$ cat config.mk
export PLATFORM = sky130hd
export DESIGN_NAME = rwn_div
export DESIGN_NICKNAME = d
export VERILOG_FILES = /design/src/design/rwn_pkg.sv /design/src/design/rwn_div.sv
export SDC_FILE = /design/constraint.sdc
export NUM_CORES = 1
export LEC_CHECK = 0
export ABC_CLOCK_PERIOD_IN_PS = 3350
export BUFFER_PORTS_ARGS = -buffer_cell sky130_fd_sc_hd__buf_2
export CAP_MARGIN = 15
export CELL_PAD_IN_SITES_DETAIL_PLACEMENT = 2
export CELL_PAD_IN_SITES_GLOBAL_PLACEMENT = 2
export CORE_MARGIN = 3
export CORE_UTILIZATION = 35
export CTS_CLUSTER_SIZE = 12
export DETAILED_ROUTE_END_ITERATION = 6
export PLACE_DENSITY_LB_ADDON = 0.1
export REMOVE_ABC_BUFFERS = 1
export SKIP_CTS_REPAIR_TIMING = 1
export SYNTH_ARGS = -nofsm -noshare
export SYNTH_HDL_FRONTEND = slang
export SYNTH_SLANG_ARGS = --single-unit
$ cat constraint.sdc
create_clock -name clk -period 3.35 [get_ports clk]
set_input_delay 0.1675 -clock clk [delete_from_list [all_inputs] [get_ports clk]]
set_output_delay 0.1675 -clock clk [all_outputs]
set_load 0.1 [all_outputs]
$ cat src/design/rwn_pkg.sv
// rwn_pkg: shared constants, codes and helper functions for the radial
// wavefunction normaliser; no dependencies
package rwn_pkg;

    localparam int DEPTH_DEF = 1024;

    localparam int MUL_AW = 128;
    localparam int MUL_BW = 64;
    localparam int MUL_CW = $clog2(MUL_BW + 1);

    localparam int DIV_NW = 97;
    localparam int DIV_DW = 64;
    localparam int DIV_CW = $clog2(DIV_NW + 1);

    localparam int SQ_RW = 98;
    localparam int SQ_QW = SQ_RW / 2;
    localparam int SQ_CW = $clog2(SQ_QW + 1);

    localparam int CFG_IW = 2;

    localparam logic [CFG_IW-1:0] REG_GRID_LOG   = 2'd0;
    localparam logic [CFG_IW-1:0] REG_STEP_WIDTH = 2'd1;

    localparam logic CMD_LOAD = 1'b0;
    localparam logic CMD_READ = 1'b1;

    localparam logic [1:0] STATUS_OK    = 2'd0;
    localparam logic [1:0] STATUS_ZERO  = 2'd1;
    localparam logic [1:0] STATUS_EARLY = 2'd2;

    localparam logic [31:0] STEP_RESET = 32'h0100_0000;
    localparam logic [31:0] ONE_Q16    = 32'h0001_0000;

    // magnitude of a two's complement word, most negative maps to 2^31
    function automatic logic [31:0] mag32(input logic [31:0] v);
        logic [31:0] m;
        m = v[31] ? (~v + 32'd1) : v;
        return m;
    endfunction

    // signed saturation of a sign and magnitude
    function automatic logic [31:0] sat32(input logic neg, input logic [63:0] mag);
        logic [31:0] r;
        if (neg)
        begin
            if (mag >= 64'h0000_0000_8000_0000)
                r = 32'h8000_0000;
            else
                r = 32'd0 - mag[31:0];
        end
        else
        begin
            if (mag > 64'h0000_0000_7FFF_FFFF)
                r = 32'h7FFF_FFFF;
            else
                r = mag[31:0];
        end
        return r;
    endfunction

endpackage

$ cat src/design/rwn_div.sv
// rwn_div: restoring divider, one quotient bit per cycle
// depends on rwn_pkg
module rwn_div #(
    parameter int NW = rwn_pkg::DIV_NW,
    parameter int DW = rwn_pkg::DIV_DW
) (
    input  logic                    clk,
    input  logic                    rst_n,
    input  logic                    start,
    input  logic [NW-1:0]           dividend,
    input  logic [DW-1:0]           divisor,
    input  logic [$clog2(NW+1)-1:0] nbits,
    output logic [NW-1:0]           quot,
    output logic                    done
);
    localparam int CW = $clog2(NW + 1);

    logic [NW-1:0] q_reg;
    logic [DW-1:0] rem_reg;
    logic [DW-1:0] d_reg;
    logic [DW:0]   rem_sh;
    logic [DW:0]   diff;
    logic          ge;
    logic [CW-1:0] cnt_reg;
    logic          busy_reg;
    logic          done_reg;

    assign rem_sh = {rem_reg, q_reg[NW-1]};
    assign ge     = rem_sh >= {1'b0, d_reg};
    assign diff   = rem_sh - {1'b0, d_reg};

    always_ff @(posedge clk)
    begin
        if (start)
        begin
            q_reg   <= dividend;
            d_reg   <= divisor;
            rem_reg <= '0;
        end
        else if (busy_reg)
        begin
            q_reg   <= {q_reg[NW-2:0], ge};
            rem_reg <= ge ? diff[DW-1:0] : rem_sh[DW-1:0];
        end
    end

    always_ff @(posedge clk or negedge rst_n)
    begin
        if (!rst_n)
        begin
            busy_reg <= 1'b0;
            done_reg <= 1'b0;
            cnt_reg  <= '0;
        end
        else
        begin
            done_reg <= 1'b0;
            if (start)
            begin
                busy_reg <= 1'b1;
                cnt_reg  <= nbits;
            end
            else if (busy_reg)
            begin
                cnt_reg <= cnt_reg - CW'(1);
                if (cnt_reg == CW'(1))
                begin
                    busy_reg <= 1'b0;
                    done_reg <= 1'b1;
                end
            end
        end
    end

    assign quot = q_reg;
    assign done = done_reg;
endmodule

==> run metrics, run 1 <==
remaining global-route overflow=0; Worst EP required=approximately 3800 ps; Post-synth ARST share=0.0385; largest cells by area after synthesis=edfxtp_1, dfxtp_1, mux2_2; WHS=around 82 ps; Worst Clk Skew=between 20 and 25 ps; Hold Startpoint=start; failing checks=setup timing; worst endpoint data arrival time=3940 ps; synth cell count leaders=edfxtp_1, nor2_1, a21oi_1; DRT Pass-1 Iters=7; fraction of layout cells with a size suffix above 1=0.320; # DRC=0; Final setup viols=4; die area=approximately 41000 sq um; period utilisation layout=1.05; initial core utilization=0.360; slowest CP cell=a211oi_1; sum of buffers and inverters on the critical path=7; Detailed Place HPWL=36700 microns; H-tree depth=1; GRT Total Usage=0.232; Warnings, synthesis=0; unrepaired setup endpoints after global routing=yes; CP max FO=21; Slew Viols, Final=0; Top FF cell, synth=edfxtp_1; top-level I/O count=269; area share of the largest cell type after synthesis=0.362; number of global-route vias before repair=13.0k; worst setup margin=-157 ps; sequential area share after synthesis=0.475; syn avg cell area=10.2 sq um; Critical Path Source Type=register; first-pass GRT wire length=75300 microns; GPL Wtd Cong=0.824; Num CTS Buffers=29; clk buf depth=3; Hold Path Stages=1; max reg flops=97; Final nets=2039; synthesized cell area=13400 sq um; drt wl/cell=28.1 microns; crit-path leading delay family=compound AO/OA/AOI/OAI gates; FF+latch count, synth=234; Routed Antenna Nets=0; Finished Core Util=0.509; worst r2r src=d_reg[31]; core region area=37100 sq um; Vias/cell=between 5 and 6; CTS tree=built; relative slew slack=0.543; capturing point of the worst reg2reg path=rem_reg[47]; crit path capture type=register; power per cell area=just under 900 nW/um^2; floorplan row count=70; status=complete, but fails checks; Worst Hold Endpoint=d_reg[38]; clock sink total=between 200 and 250; Stages on worst setup path=16; max-capacitance violation count=0; DR vias=13.0k; dpl ws=-208 ps; final hold violations=0; root cell of the clock tree=clkbuf_16; overall routed net length=around 66000 microns; critical path type=register to register; cell with the most instances after synthesis=edfxtp_1; Tmin final=3510 ps; Peak supply drop=just over 500 uV; largest net degree at the start of global routing=65; Max stage delay on crit path=~430 ps; Clk Latency, worst-skew pair=590 ps; Leak=8.19 nW; Syn Inst Count=1303; max frequency=between 200 and 300 MHz; Die X=201 microns; # fillers=3816; crit-path cells=inv_1 -> ha_1 -> nand4_1 -> buf_4 -> buf_4 -> inv_1 -> a21oi_2 -> nand3_1 -> o31ai_4 -> o21ai_2 -> nor3_4 -> buf_12 -> buf_6 -> clkbuf_16 -> mux2i_1 -> a211oi_1; synth unique cells=69; Iter 0 DRT Violations=974; worst r2r path cells=16; classification of the worst-slack hold path=input port to register; Least-Margin Pin Slew=a little under 700 ps; Worst R2R Setup Slack=-160 ps; # port buffers=between 200 and 300; Post-synth EDFFs=161; initial antenna violation count=4; Area Growth Syn to Fin=41.5%; Worst-path clk slew=80 ps; DIE HEIGHT=201 microns; Synth area leader=edfxtp_1
==> cell type report <==
class	instances	area (sq um)	area share
repair buffers	532	3900	0.206
well taps	504	631	0.0334
inverters	88	333	0.0176
clock buffers	39	803	0.0425
multi-input cells	916	6730	0.356
diodes	7	17.5	0.000927
flip-flops and latches	234	6340	0.336
clock inverters	15	138	0.00728
==> per-stage QoR <==
| step | TNS (ps) | instance area, sq um | power (mW) | std cells |
|---|---|---|---|---|
| after detailed placement | -670 | 15700 | 11.8 | 2085 |
| after CTS | -1220 | 16600 | 15.1 | 2139 |
| after floorplan | -258340 | 13100 | 9.35 | 1238 |
| after global placement | -309 | 15700 | 11.6 | 2085 |
| final | -310 | 18900 | 16.6 | 2335 |
| after global routing | -4210 | 18900 | 17.4 | 2334 |
==> power breakdown <==
group	internal (mW)	switching, mW	total, mW
registers	3.74	0.595	4.33
clock network	1.84	1.48	3.32
logic	3.36	5.63	8.99
total	8.94	7.70	16.6
==> kinds of logic (layout without fill, tap and decap cells) <==
logic type,Yosys count,count (layout),synth area share
AO/OA/AOI/OAI,357,357,0.172
AND/OR/NAND/NOR,313,313,0.107
XOR/XNOR,65,65,0.0426
flip-flops,234,234,0.475
buffers and inverters,153,674,0.0459
other,0,7,0
multiplexers,114,114,0.0946
adder cells (fa/ha/maj),67,67,0.0633
==> worst max path at each step <==
stage | to | startpoint
floorplan | quot[0] | busy_reg
global placement | rem_reg[32] | quot[96]
detailed placement | rem_reg[28] | quot[96]
CTS | rem_reg[28] | quot[96]
global route | rem_reg[47] | d_reg[31]
finish | rem_reg[47] | d_reg[31]
==> per-layer routing <==
metal,global-route usage,part of all wire,vias up
li1,-,-,5778
met1,0.284,0.40,6605
met2,0.407,0.51,466
met3,0.0689,0.052,135
met4,0.0498,0.038,0
met5,0,0,-
==> cells in the final DEF, fill, tap and decap left out, types with 5 or more instances in the layout <==
cell | netlist | layout
ha_1 | 66 | 58
buf_12 | 0 | 5
inv_1 | 88 | 87
xnor2_1 | 35 | 35
clkinv_2 | 0 | 7
ha_4 | 0 | 5
a211oi_2 | 3 | 7
mux2_2 | 97 | 97
and2_1 | 8 | 7
o21ai_1 | 5 | 8
nand2b_1 | 9 | 9
mux2i_1 | 17 | 17
nand2_1 | 90 | 90
nor3_1 | 21 | 17
o211ai_1 | 7 | 7
o21bai_1 | 12 | 11
a31oi_1 | 12 | 9
o21ai_0 | 71 | 67
a32oi_1 | 9 | 9
buf_4 | 0 | 83
xor2_1 | 30 | 30
buf_2 | 13 | 267
nor2_1 | 126 | 123
clkbuf_16 | 0 | 33
a21oi_2 | 0 | 20
dfrtp_1 | 9 | 8
dlygate4sd3_1 | 0 | 170
a21oi_1 | 114 | 94
diode_2 | 0 | 7
nand3_1 | 8 | 8
clkbuf_1 | 49 | 6
a211oi_1 | 46 | 41
nor2b_1 | 6 | 5
dfxtp_1 | 64 | 64
nand4_1 | 21 | 21
a21o_1 | 25 | 25
edfxtp_1 | 161 | 161
No activity file was read; power rests on OpenSTA's default activity.
==> run 2: changes to the inputs <==
CORE_UTILIZATION = 28   (was 35)
TNS_END_PERCENT = 5   (was not set)
==> run metrics, run 2 (synthesized netlist as in run 1, its figures left out) <==
die area=50300 sq um; overall routed net length=between 50000 and 60000 microns; GRT Total Usage=0.187; largest net degree at the start of global routing=93; H-tree depth=1; Pwr Total=15.6 mW; Worst EP required=3840 ps; root cell of the clock tree=clkbuf_16; DR vias=11.9k; max frequency=313 MHz; dpl ws=-71.5 ps; Leak=8.09 nW; Least-Margin Pin Slew=about 780 ps; dpl cells=2181; cell area after layout=18800 sq um; floorplan row count=approximately 80; first-pass GRT wire length=74500 microns; setup TNS=0 ps; clk buf depth=3; period utilisation layout=0.953; Max stage delay on crit path=370 ps; CP max FO=3; worst setup margin=158 ps; Vias/cell=~4.9; CTS tree=built; # DRC=0; Clk Latency, worst-skew pair=590 ps; slowest CP cell=fa_2; crit-path leading delay family=compound AO/OA/AOI/OAI gates; Worst Clk Skew=34.7 ps; most frequent cells in the layout=buf_2, dlygate4sd3_1, edfxtp_1; DIE HEIGHT=around 220 microns; initial antenna violation count=4; crit-path cells=inv_1 -> ha_1 -> fa_2 -> nor2b_2 -> o2111ai_2 -> a21oi_2 -> o2111ai_2 -> a31o_2 -> a22oi_2 -> a31oi_2 -> o31a_1 -> xor2_1 -> o21ai_0; non-filler cells, final=2417; most used cell, CP=o2111ai_2; Iter 0 DRT Violations=401; max reg flops=97; max-capacitance violation count=0; Final nets=2020; Hold Startpoint=start; capturing point of the worst reg2reg path=rem_reg[62]; Num CTS Buffers=30; # fillers=5050; worst r2r src=quot[96]; Routed Antenna Nets=0; commonest non-fill, non-tap cell in the layout=buf_2; Worst-path clk slew=60 ps; final hold violations=0; critical path type=register to register; DRT Pass-1 Iters=4; fraction of layout cells with a size suffix above 1=0.304; remaining global-route overflow=0; Peak supply drop=440 uV; drt wl/cell=roughly 21 microns; worst r2r path cells=13; sum of buffers and inverters on the critical path=1; Critical Path Source Type=register; Placed Area=roughly 16000 sq um; unrepaired setup endpoints after global routing=yes; core region area=46900 sq um; number of global-route vias before repair=12.5k; power per cell area=831 nW/um^2; GPL Wtd Cong=slightly above 0.8; # port buffers=between 200 and 300; crit path capture type=register; Area Growth Syn to Fin=40.6%; Tmin final=3190 ps; worst endpoint data arrival time=3690 ps; classification of the worst-slack hold path=input port to register; initial core utilization=0.285; Worst Hold Endpoint=rem_reg[63]; clock sink total=234; Worst R2R Setup Slack=between 150 and 200 ps; Die X=224 microns; top-level I/O count=approximately 270; relative slew slack=0.480; status=finished clean; Slew Viols, Final=0; Final setup viols=0; Detailed Place HPWL=about 37000 microns; Hold Path Stages=2
[run 2: cell types whose count changed in the layout (fill, tap and decap cells not counted), moves of 3 or more]
cell and delta:
buf_4 -17, a21oi_1 +5, a21oi_2 -5, ha_4 -5, clkbuf_1 -4, clkbuf_8 -4, a211oi_1 +3, clkinv_1 +3
diode_2 -3, ha_1 +3, nor3_1 +3, nor3_2 -3
[run 2: worst max-delay path by stage]
stage | start | to | slack [ps] | depth (start not counted)
after floorplan | busy_reg | quot[0] | -1690 | 2
after detailed placement | quot[96] | rem_reg[62] | -70 | 13
after global routing | d_reg[1] | rem_reg[13] | -20 | 14
after CTS | quot[96] | rem_reg[62] | -110 | 13
final | quot[96] | rem_reg[62] | 160 | 13
after global placement | d_reg[16] | rem_reg[55] | -80 | 14
[run 2: area by class of cell]
class / instances / area (sq um) / share of cell area
Clock buffer: 32 / 758 / 0.0404
Tap cell: 607 / 759 / 0.0405
Sequential cell: 234 / 6340 / 0.338
Clock inverter: 24 / 249 / 0.0133
Antenna cell: 4 / 10.0 / 0.000533
Multi-Input combinational cell: 916 / 6600 / 0.351
Inverter: 88 / 333 / 0.0177
Timing Repair Buffer: 512 / 3720 / 0.198
[run 2: per-layer routing]
| metal | part of all wire | vias to the layer above | wire length [microns] | global-route usage |
|---|---|---|---|---|
| met3 | 0.061 | 44 | 3180 | 0.0625 |
| met1 | 0.44 | 5856 | 22700 | 0.243 |
| met4 | 0.014 | 0 | 706 | 0.0379 |
| met5 | 0 | - | 0 | 0 |
| li1 | - | 5737 | - | - |
| met2 | 0.49 | 252 | 25200 | 0.307 |
[run 2: where the power goes]
part | total [mW] | leakage, nW | internal [mW] | switching, mW
logic | 8.07 | 5.31 | 3.04 | 5.03
registers | 4.21 | 2.28 | 3.74 | 0.469
clock network | 3.32 | 0.492 | 1.95 | 1.37
[run 2: through the flow]
step	hold slack, ps	utilization
floorplan	-128	-
global placement	44.0	0.337
detailed placement	42.9	0.337
CTS	-615	0.358
global route	15.8	0.401
finish	11.2	0.401
