<file path="src/design/rwn_pkg.sv">
// rwn_pkg: shared constants, codes and helper functions for the radial
// wavefunction normaliser; no dependencies
package rwn_pkg;

    localparam int DEPTH_DEF = 1024;

    localparam int MUL_AW = 128;
    localparam int MUL_BW = 64;
    localparam int MUL_CW = $clog2(MUL_BW + 1);

    localparam int DIV_NW = 97;
    localparam int DIV_DW = 64;
    localparam int DIV_CW = $clog2(DIV_NW + 1);

    localparam int SQ_RW = 98;
    localparam int SQ_QW = SQ_RW / 2;
    localparam int SQ_CW = $clog2(SQ_QW + 1);

    localparam int CFG_IW = 2;

    localparam logic [CFG_IW-1:0] REG_GRID_LOG   = 2'd0;
    localparam logic [CFG_IW-1:0] REG_STEP_WIDTH = 2'd1;

    localparam logic CMD_LOAD = 1'b0;
    localparam logic CMD_READ = 1'b1;

    localparam logic [1:0] STATUS_OK    = 2'd0;
    localparam logic [1:0] STATUS_ZERO  = 2'd1;
    localparam logic [1:0] STATUS_EARLY = 2'd2;

    localparam logic [31:0] STEP_RESET = 32'h0100_0000;
    localparam logic [31:0] ONE_Q16    = 32'h0001_0000;

    // magnitude of a two's complement word, most negative maps to 2^31
    function automatic logic [31:0] mag32(input logic [31:0] v);
        logic [31:0] m;
        m = v[31] ? (~v + 32'd1) : v;
        return m;
    endfunction

    // signed saturation of a sign and magnitude
    function automatic logic [31:0] sat32(input logic neg, input logic [63:0] mag);
        logic [31:0] r;
        if (neg)
        begin
            if (mag >= 64'h0000_0000_8000_0000)
                r = 32'h8000_0000;
            else
                r = 32'd0 - mag[31:0];
        end
        else
        begin
            if (mag > 64'h0000_0000_7FFF_FFFF)
                r = 32'h7FFF_FFFF;
            else
                r = mag[31:0];
        end
        return r;
    endfunction

endpackage

</file>
<file path="src/design/rwn_sqrt.sv">
// rwn_sqrt: digit-by-digit integer square root, one root bit per cycle
// depends on rwn_pkg
module rwn_sqrt #(
    parameter int RW = rwn_pkg::SQ_RW
) (
    input  logic                        clk,
    input  logic                        rst_n,
    input  logic                        start,
    input  logic [RW-1:0]               radicand,
    input  logic [$clog2(RW/2+1)-1:0]   npairs,
    output logic [RW/2-1:0]             root,
    output logic                        done
);
    localparam int QW  = RW / 2;
    localparam int RMW = QW + 2;
    localparam int CW  = $clog2(QW + 1);

    logic [RW-1:0]  x_reg;
    logic [QW-1:0]  root_reg;
    logic [RMW-1:0] rem_reg;
    logic [RMW-1:0] rem_sh;
    logic [RMW-1:0] trial;
    logic           ge;
    logic [CW-1:0]  cnt_reg;
    logic           busy_reg;
    logic           done_reg;

    assign rem_sh = {rem_reg[RMW-3:0], x_reg[RW-1:RW-2]};
    assign trial  = {root_reg, 2'b01};
    assign ge     = rem_sh >= trial;

    always_ff @(posedge clk)
    begin
        if (start)
        begin
            x_reg    <= radicand;
            root_reg <= '0;
            rem_reg  <= '0;
        end
        else if (busy_reg)
        begin
            x_reg    <= {x_reg[RW-3:0], 2'b00};
            root_reg <= {root_reg[QW-2:0], ge};
            rem_reg  <= ge ? (rem_sh - trial) : rem_sh;
        end
    end

    always_ff @(posedge clk or negedge rst_n)
    begin
        if (!rst_n)
        begin
            busy_reg <= 1'b0;
            done_reg <= 1'b0;
            cnt_reg  <= '0;
        end
        else
        begin
            done_reg <= 1'b0;
            if (start)
            begin
                busy_reg <= 1'b1;
                cnt_reg  <= npairs;
            end
            else if (busy_reg)
            begin
                cnt_reg <= cnt_reg - CW'(1);
                if (cnt_reg == CW'(1))
                begin
                    busy_reg <= 1'b0;
                    done_reg <= 1'b1;
                end
            end
        end
    end

    assign root = root_reg;
    assign done = done_reg;
endmodule

</file>
<file path="config.mk">
export PLATFORM = sky130hd
export DESIGN_NAME = rwn_sqrt
export DESIGN_NICKNAME = d
export VERILOG_FILES = /design/src/design/rwn_pkg.sv /design/src/design/rwn_sqrt.sv
export SDC_FILE = /design/constraint.sdc
export NUM_CORES = 1
export LEC_CHECK = 0
export BUFFER_PORTS_ARGS = -buffer_cell sky130_fd_sc_hd__buf_4
export CORE_ASPECT_RATIO = 1.2
export CORE_MARGIN = 8
export CORE_UTILIZATION = 58
export DETAILED_ROUTE_END_ITERATION = 10
export PLACE_DENSITY = 0.91
export SKIP_LAST_GASP = 1
export SYNTH_ARGS = -nofsm -noshare
export SYNTH_HDL_FRONTEND = slang
export SYNTH_SLANG_ARGS = --single-unit
</file>
<file path="constraint.sdc">
create_clock -name clk -period 3.8 [get_ports clk]
set_clock_uncertainty 0.15 [all_clocks]
set_input_delay 0.38 -clock clk [delete_from_list [all_inputs] [get_ports clk]]
set_output_delay 0.38 -clock clk [all_outputs]
set_load 0.1 [all_outputs]
</file>
==> run metrics, run 1 <==
Max Buffers Root-to-Sink 3; Detailed Routing Iterations Pass 1 5; CP arrival 3.67 ns; M2 GR Usage a little under two fifths; pin count of the biggest net entering global routing 119; port buffer count 156; die area 24,300 um^2; hold crit path type in -> reg; reg2reg end rem_reg[40]$_SDFFE_PP0P_; core region area 19,300 um^2; crit-path max cell delay 0.54 ns; Leakage 6.03 nW; drt total wl 26,100 um; total number of yosys warnings 0; P&R area growth vs syn 19.8%; worst slew pin tran 0.780 ns; HP Start radicand[1]; Max Clock Freq 289 MHz; setup tns final 0 ns; clk_lat worst skew 0.50 ns; Fill cells about 1,400; GR peak layer met2; result of the run completed; max FFs per register between 90 and 100; CTS sink cnt about 200; DRT iter0 DRCs 509; HPWL after detailed placement 18,300 um; Post-DP Area 12,700 um^2; met1 usage 24.1%; detailed-route DRC error count 0; H-Tree Depth 1; internal reg-to-reg setup slack 0.34 ns; WL per Instance 17.3 um; Rel. slew slack 48.0%; Yosys top cell area share 26.0%; die height 169 um; ys async rst share under 10%; first-pass GRT wire length 42,500 um; CP cell instances inv_1, ha_1, a21oi_2, o22ai_2, o31a_1, o21a_2, o311ai_4, nand2_4, a31oi_1, o21ai_0, xnor2_1, o22ai_1; # setup viols final 0; M3 GR Usage under 10%; Gate Count Post-Synth 1,085; initial antenna violation count 0; Site Rows 56; count of different cell masters after synthesis 70; clock root buffer clkbuf_16; register area share after synthesis 45.1%; Via density 5.66; Post-Syn Area per Cell between 10 and 15 um^2; crit end category register; Yosys top cell by area edfxtp_1; hold path depth 2; Placed Instances roughly 1,500; worst r2r path cells 12; Final nets about 1,400; kind of critical path reg -> reg; number of max-cap violations 0; total power around 10 mW; RSZ-0062 raised after global routing no; Crit-path slowest cell a31oi_1; final worst setup slack 0.343 ns; Total GRT Usage 21.3%; commonest non-fill, non-tap cell in the layout buf_4; vias in the first global route 8,669; Post-synth EDFFs 98; Mapped Nets 1,245; initial core utilization 58.6%; PwrDens ~750 nW/um^2; Place WS around 0.31 ns; Top FF cell, synth edfxtp_1; Reg clk slew, reported paths 0.06 ns; cts bufs inserted 22; most frequent cells in the layout buf_4 (165), nor2_1 (120), dfxtp_1 (98), edfxtp_1 (98), mux2_2 (97); Setup crit start kind register; Max Fanout on Critical Path 5; final hold viol count 0; Reg-to-Reg Start root[4]$_SDFFE_PP0P_; GR Overflow Total 0; Worst Hold End x_reg[1]$_SDFFCE_PN0P_; Yosys reg bits 204; CTS tree built; Final Cycle Share 91.0%; Non-Filler Instances 1,509; Crit path required time 4.01 ns; die width about 140 um; routability cong. 0.914; via count 8,546; Peak VDD IR roughly 0.43 mV; synth top area cells edfxtp_1 (26%), dfxtp_1 (17%), mux2_2 (9.6%); Final Max Tran Viols 0; Post-Layout Inst Area about 14,000 um^2; n_diodes 0; Routed Antenna Nets 0; Post-Syn Area between 10,000 and 15,000 um^2; min cycle time layout 3.46 ns; fraction of layout cells with a size suffix above 1 between 20% and 30%; Ports between 150 and 200
## cell usage after synthesis (all sizes together), types with 2 or more instances
library cell,instances
a2111o,2
clkbuf,29
a21o,23
ha,53
inv,66
nand3b,2
a41oi,2
a211oi,41
nand4,13
nor3,8
nand2b,7
and2,9
o21bai,7
nand3,4
mux2i,89
a31oi,9
o31ai,4
dfrtp,8
nand2,57
nor2,120
or3,7
o221ai,3
o211a,2
nor4,2
buf,26
xnor2,33
o21a,10
o21ai,48
mux2,97
and3,6
a311oi,2
nand4b,2
xor2,15
o22ai,2
dfxtp,98
edfxtp,98
a21oi,61
a21boi,2
o211ai,3
## layout make-up
type	count	area (um^2)	area share, %
inverters	66	249	1.84
repair buffers	178	1420	10.5
clock inverters	5	52.6	0.387
multi-input cells	760	5740	42.3
well taps	261	327	2.41
clock buffers	35	676	4.98
flip-flops and latches	204	5110	37.7
## critical path: cells and delay by family, from the launching register on
kind | cells | cell delay [ns]
XOR/XNOR | 1 | 0.20
flip-flops | 1 | 0.38
AND/OR/NAND/NOR | 1 | 0.13
AO/OA/AOI/OAI | 8 | 2.03
buffers and inverters | 1 | 0.06
adder cells (fa/ha/maj) | 1 | 0.36
## layer usage
metal  up-vias  share of wire (%)
li1       4224                  -
met1      4047                 40
met2       240                 49
met3        35                9.0
met4         0                2.0
met5         -                  0
## logic make-up (layout without fill, tap and decap cells)
kind of cell	Yosys count	count (layout)	synth area share (%)
adder cells (fa/ha/maj)	53	53	5.86
AND/OR/NAND/NOR	242	242	9.77
flip-flops	204	204	45.1
XOR/XNOR	48	48	3.71
buffers and inverters	121	284	4.41
AO/OA/AOI/OAI	231	231	13.7
multiplexers	186	186	17.5
## timing repair
item | in CTS | in global routing
buffers inserted | 0 | 6
resized for setup | 0 | 1
hold endpoints to repair | 14 | 0
hold buffers | 7 | 0
endpoints found under the setup margin | 0 | 6
## stage by stage
step	hold slack, ns	util (%)
2_1_floorplan	-0.0656	-
3_3_place_gp	0.0522	65.7
3_5_place_dp	0.0549	65.7
4_1_cts	0.00844	69.8
5_1_grt	0.00599	70.2
6_report	0.0223	70.2
## worst max path at each step
stage,slack (ns),to,start,depth (start not counted)
after floorplan,0.09,rem_reg[42]$_SDFFE_PP0P_,root[4]$_SDFFE_PP0P_,12
after global placement,0.41,rem_reg[48]$_SDFFE_PP0P_,root[31]$_SDFFE_PP0P_,12
after CTS,0.19,rem_reg[48]$_SDFFE_PP0P_,root[31]$_SDFFE_PP0P_,12
after global routing,0.16,rem_reg[40]$_SDFFE_PP0P_,root[4]$_SDFFE_PP0P_,12
after detailed placement,0.31,rem_reg[48]$_SDFFE_PP0P_,root[31]$_SDFFE_PP0P_,12
final,0.34,rem_reg[40]$_SDFFE_PP0P_,root[4]$_SDFFE_PP0P_,12
## where the power goes
group	switching (mW)	internal (mW)	total, mW
logic	2.74	2.38	5.12
clock network	0.859	1.29	2.15
registers	0.206	2.67	2.88
Power figures use the tool's default switching activity.
==> inputs of run 2 (changes only) <==
--- a/config.mk
+++ b/config.mk
@@ -5,12 +5,14 @@
 export SDC_FILE = /design/constraint.sdc
 export NUM_CORES = 1
 export LEC_CHECK = 0
+export ABC_AREA = 1
 export BUFFER_PORTS_ARGS = -buffer_cell sky130_fd_sc_hd__buf_4
 export CORE_ASPECT_RATIO = 1.2
 export CORE_MARGIN = 8
-export CORE_UTILIZATION = 58
+export CORE_UTILIZATION = 59
+export CTS_CLUSTER_DIAMETER = 80
 export DETAILED_ROUTE_END_ITERATION = 10
-export PLACE_DENSITY = 0.91
+export PLACE_DENSITY = 0.92
 export SKIP_LAST_GASP = 1
 export SYNTH_ARGS = -nofsm -noshare
 export SYNTH_HDL_FRONTEND = slang
==> run metrics, run 2 <==
clock root buffer clkbuf_16; drt total wl 44,400 um; Final nets 2,235; cts bufs inserted 22; H-Tree Depth 1; most frequent cells in the layout nand2_1 (874), inv_1 (267), buf_4 (168); RSZ-0062 raised after global routing no; crit end category register; Leakage 8.17 nW; Max Buffers Root-to-Sink 3; Post-Syn Area between 10,000 and 15,000 um^2; clk_lat worst skew between 0.5 and 0.6 ns; via count 13,395; Yosys top cell area share a little over a quarter; Pint just over 6 mW; Combinational Power Share 57.3%; initial core utilization between 50 and 60%; die area roughly 26,000 um^2; Final Max Tran Viols 0; Max Clock Freq 331 MHz; Reg clk slew, reported paths 0.07 ns; core region area 20,900 um^2; Final Cycle Share 79.5%; HPWL after detailed placement 27,300 um; Peak VDD IR approximately 0.52 mV; ys async rst share 3.92%; Total GRT Usage between 30% and 40%; pin count of the biggest net entering global routing 98; Max Fanout on Critical Path 18; final hold viol count 0; setup tns final 0 ns; P&R area growth vs syn 23.0%; # setup viols final 0; detailed-route DRC error count 0; Routed Antenna Nets 0; DRT iter0 DRCs 1,531; Post-Syn Area per Cell about 6.7 um^2; Yosys top cell by area nand2_1; Crit path required time 4.08 ns; min cycle time layout 3.02 ns; Post-CTS Setup Repair Bufs 0; Rel. slew slack 35.4%; Ports 157; clock power share around 18%; CP arrival 3.30 ns; Gate Count Post-Synth 1,862; worst slew pin tran 0.969 ns; count leader, synth nand2_1; Fill cells 1,531; number of max-cap violations 0; Flop pwr share around a quarter; switching share of power 48.9%; initial antenna violation count 0; commonest non-fill, non-tap cell in the layout nand2_1; WL per Instance between 15 and 20 um; total number of yosys warnings 0; most common library cells after synthesis nand2_1 (874), inv_1 (267), dfxtp_1 (98), edfxtp_1 (98), nor2_1 (93); GR Overflow Total 0; Detailed Routing Iterations Pass 1 6; fin util 73.8%; fraction of layout cells with a size suffix above 1 10.4%; Via density around 5.7; Setup crit start kind register; die width between 100 and 150 um; synth top area cells nand2_1 (26%), edfxtp_1 (23%), dfxtp_1 (16%); hold crit path type in -> reg; CTS tree built; n_diodes 0; first-pass GRT wire length 69,700 um; port buffer count 156; register area share after synthesis 40.7%; routability cong. 1.02; Site Rows 58; CTS sink cnt 204; Mapped Nets approximately 2,000; count of different cell masters after synthesis 32; PwrDens 768 nW/um^2; vias in the first global route about 13,000; Place WS 0.876 ns; Post-synth EDFFs 98; result of the run completed; max FFs per register 98; final worst setup slack 0.777 ns; die height 176 um; Switching Power between 5 and 6 mW; kind of critical path reg -> reg; Yosys reg bits 204; Top FF cell, synth edfxtp_1
## run 2: cell count changes in the layout (fill, tap and decap cells not counted), moves of 29 or more
cell / before / now
a211oi_1: 39 / 0
dlygate4sd3_1: 7 / 79
inv_1: 65 / 267
mux2_2: 97 / 0
mux2i_1: 89 / 0
nand2_1: 55 / 874
nand3_1: 4 / 78
nand4_1: 13 / 57
nor2_1: 120 / 91
o21ai_0: 44 / 10
o22ai_1: 1 / 48
xnor2_1: 33 / 4
## run 2: logic make-up (layout without fill, tap and decap cells)
| kind of cell | count (synthesis) | in the layout | share of synthesized area (%) |
|---|---|---|---|
| simple gates | 1123 | 1123 | 36.1 |
| fa+ha+maj | 53 | 53 | 5.29 |
| compound gates | 119 | 119 | 5.74 |
| flops | 204 | 204 | 40.7 |
| xor+xnor | 27 | 27 | 1.89 |
| buf+inv | 336 | 565 | 10.3 |
## run 2: metal layers
layer  global-route usage, %  vias up  wire [um]
li1                        -     6271          -
met1                    37.0     6057      16000
met2                    58.3      854      21600
met3                    7.13      213       4220
met4                    17.4        0       2580
met5                       0        -          0
## run 2: worst paths after layout
check                                                 to  cells after the start  slack (ns)                startpoint
worst max-delay path            rem_reg[45]$_SDFFE_PP0P_                     16        0.78     root[41]$_SDFFE_PP0P_
worst min-delay path                 x_reg[33]$_DFFE_PP_                      3       0.006              radicand[33]
worst max register to register  rem_reg[45]$_SDFFE_PP0P_                     16        0.78     root[41]$_SDFFE_PP0P_
worst min register to register  rem_reg[48]$_SDFFE_PP0P_                      2        0.32  rem_reg[48]$_SDFFE_PP0P_
max in group asynchronous         cnt_reg[2]$_DFFE_PN0P_                      2        3.28                     rst_n
min in group asynchronous         cnt_reg[1]$_DFFE_PN0P_                      2        0.07                     rst_n
## run 2: layout make-up
type                            instances  area [um^2]  area share, %
Inverter                              276         1040           6.75
Clock inverter                          8         77.6          0.503
Multi-Input combinational cell       1322         6150           39.9
Timing Repair Buffer                  249         2090           13.6
Tap cell                              270          338           2.19
Sequential cell                       204         5100           33.1
Clock buffer                           32          609           3.95
## run 2: worst max-delay path: stages (launching register included)
cell,delay [ns]
dfxtp_1,0.40
inv_1,0.11
ha_1,0.40
nand2_1,0.09
inv_1,0.08
nand3_1,0.11
inv_1,0.07
nand2_1,0.10
inv_1,0.05
nand2_1,0.06
nand2_1,0.09
a21oi_4,0.15
nand3_2,0.41
nand2_1,0.42
nand2_1,0.09
nand2_1,0.10
nand2_1,0.07
## run 2: power groups by stage
stage | Combinational [mW] | Clock [mW] | Sequential (mW)
final | 6.78 | 2.13 | 2.93
after CTS | 6.60 | 2.07 | 2.88
after global placement | 6.39 | 0 | 2.90
after global routing | 7.56 | 2.20 | 2.94
after floorplan | 4.76 | 0 | 2.93
after detailed placement | 6.49 | 0 | 2.92
## run 2: repair_timing
action	in CTS	in global routing
gates resized for setup	0	0
endpoints found under the hold margin	86	0
hold buffers	79	0
## run 2: metrics by stage
step                      cells  total power [mW]  hold slack [ns]  cell area [um^2]
after floorplan            1862              7.70          -0.0656             12500
after global placement     2242              9.29           0.0517             13900
after detailed placement   2242              9.41           0.0531             13900
after CTS                  2361              11.6         0.000711             15400
after global routing       2361              12.7           0.0142             15400
final                      2361              11.8          0.00594             15400
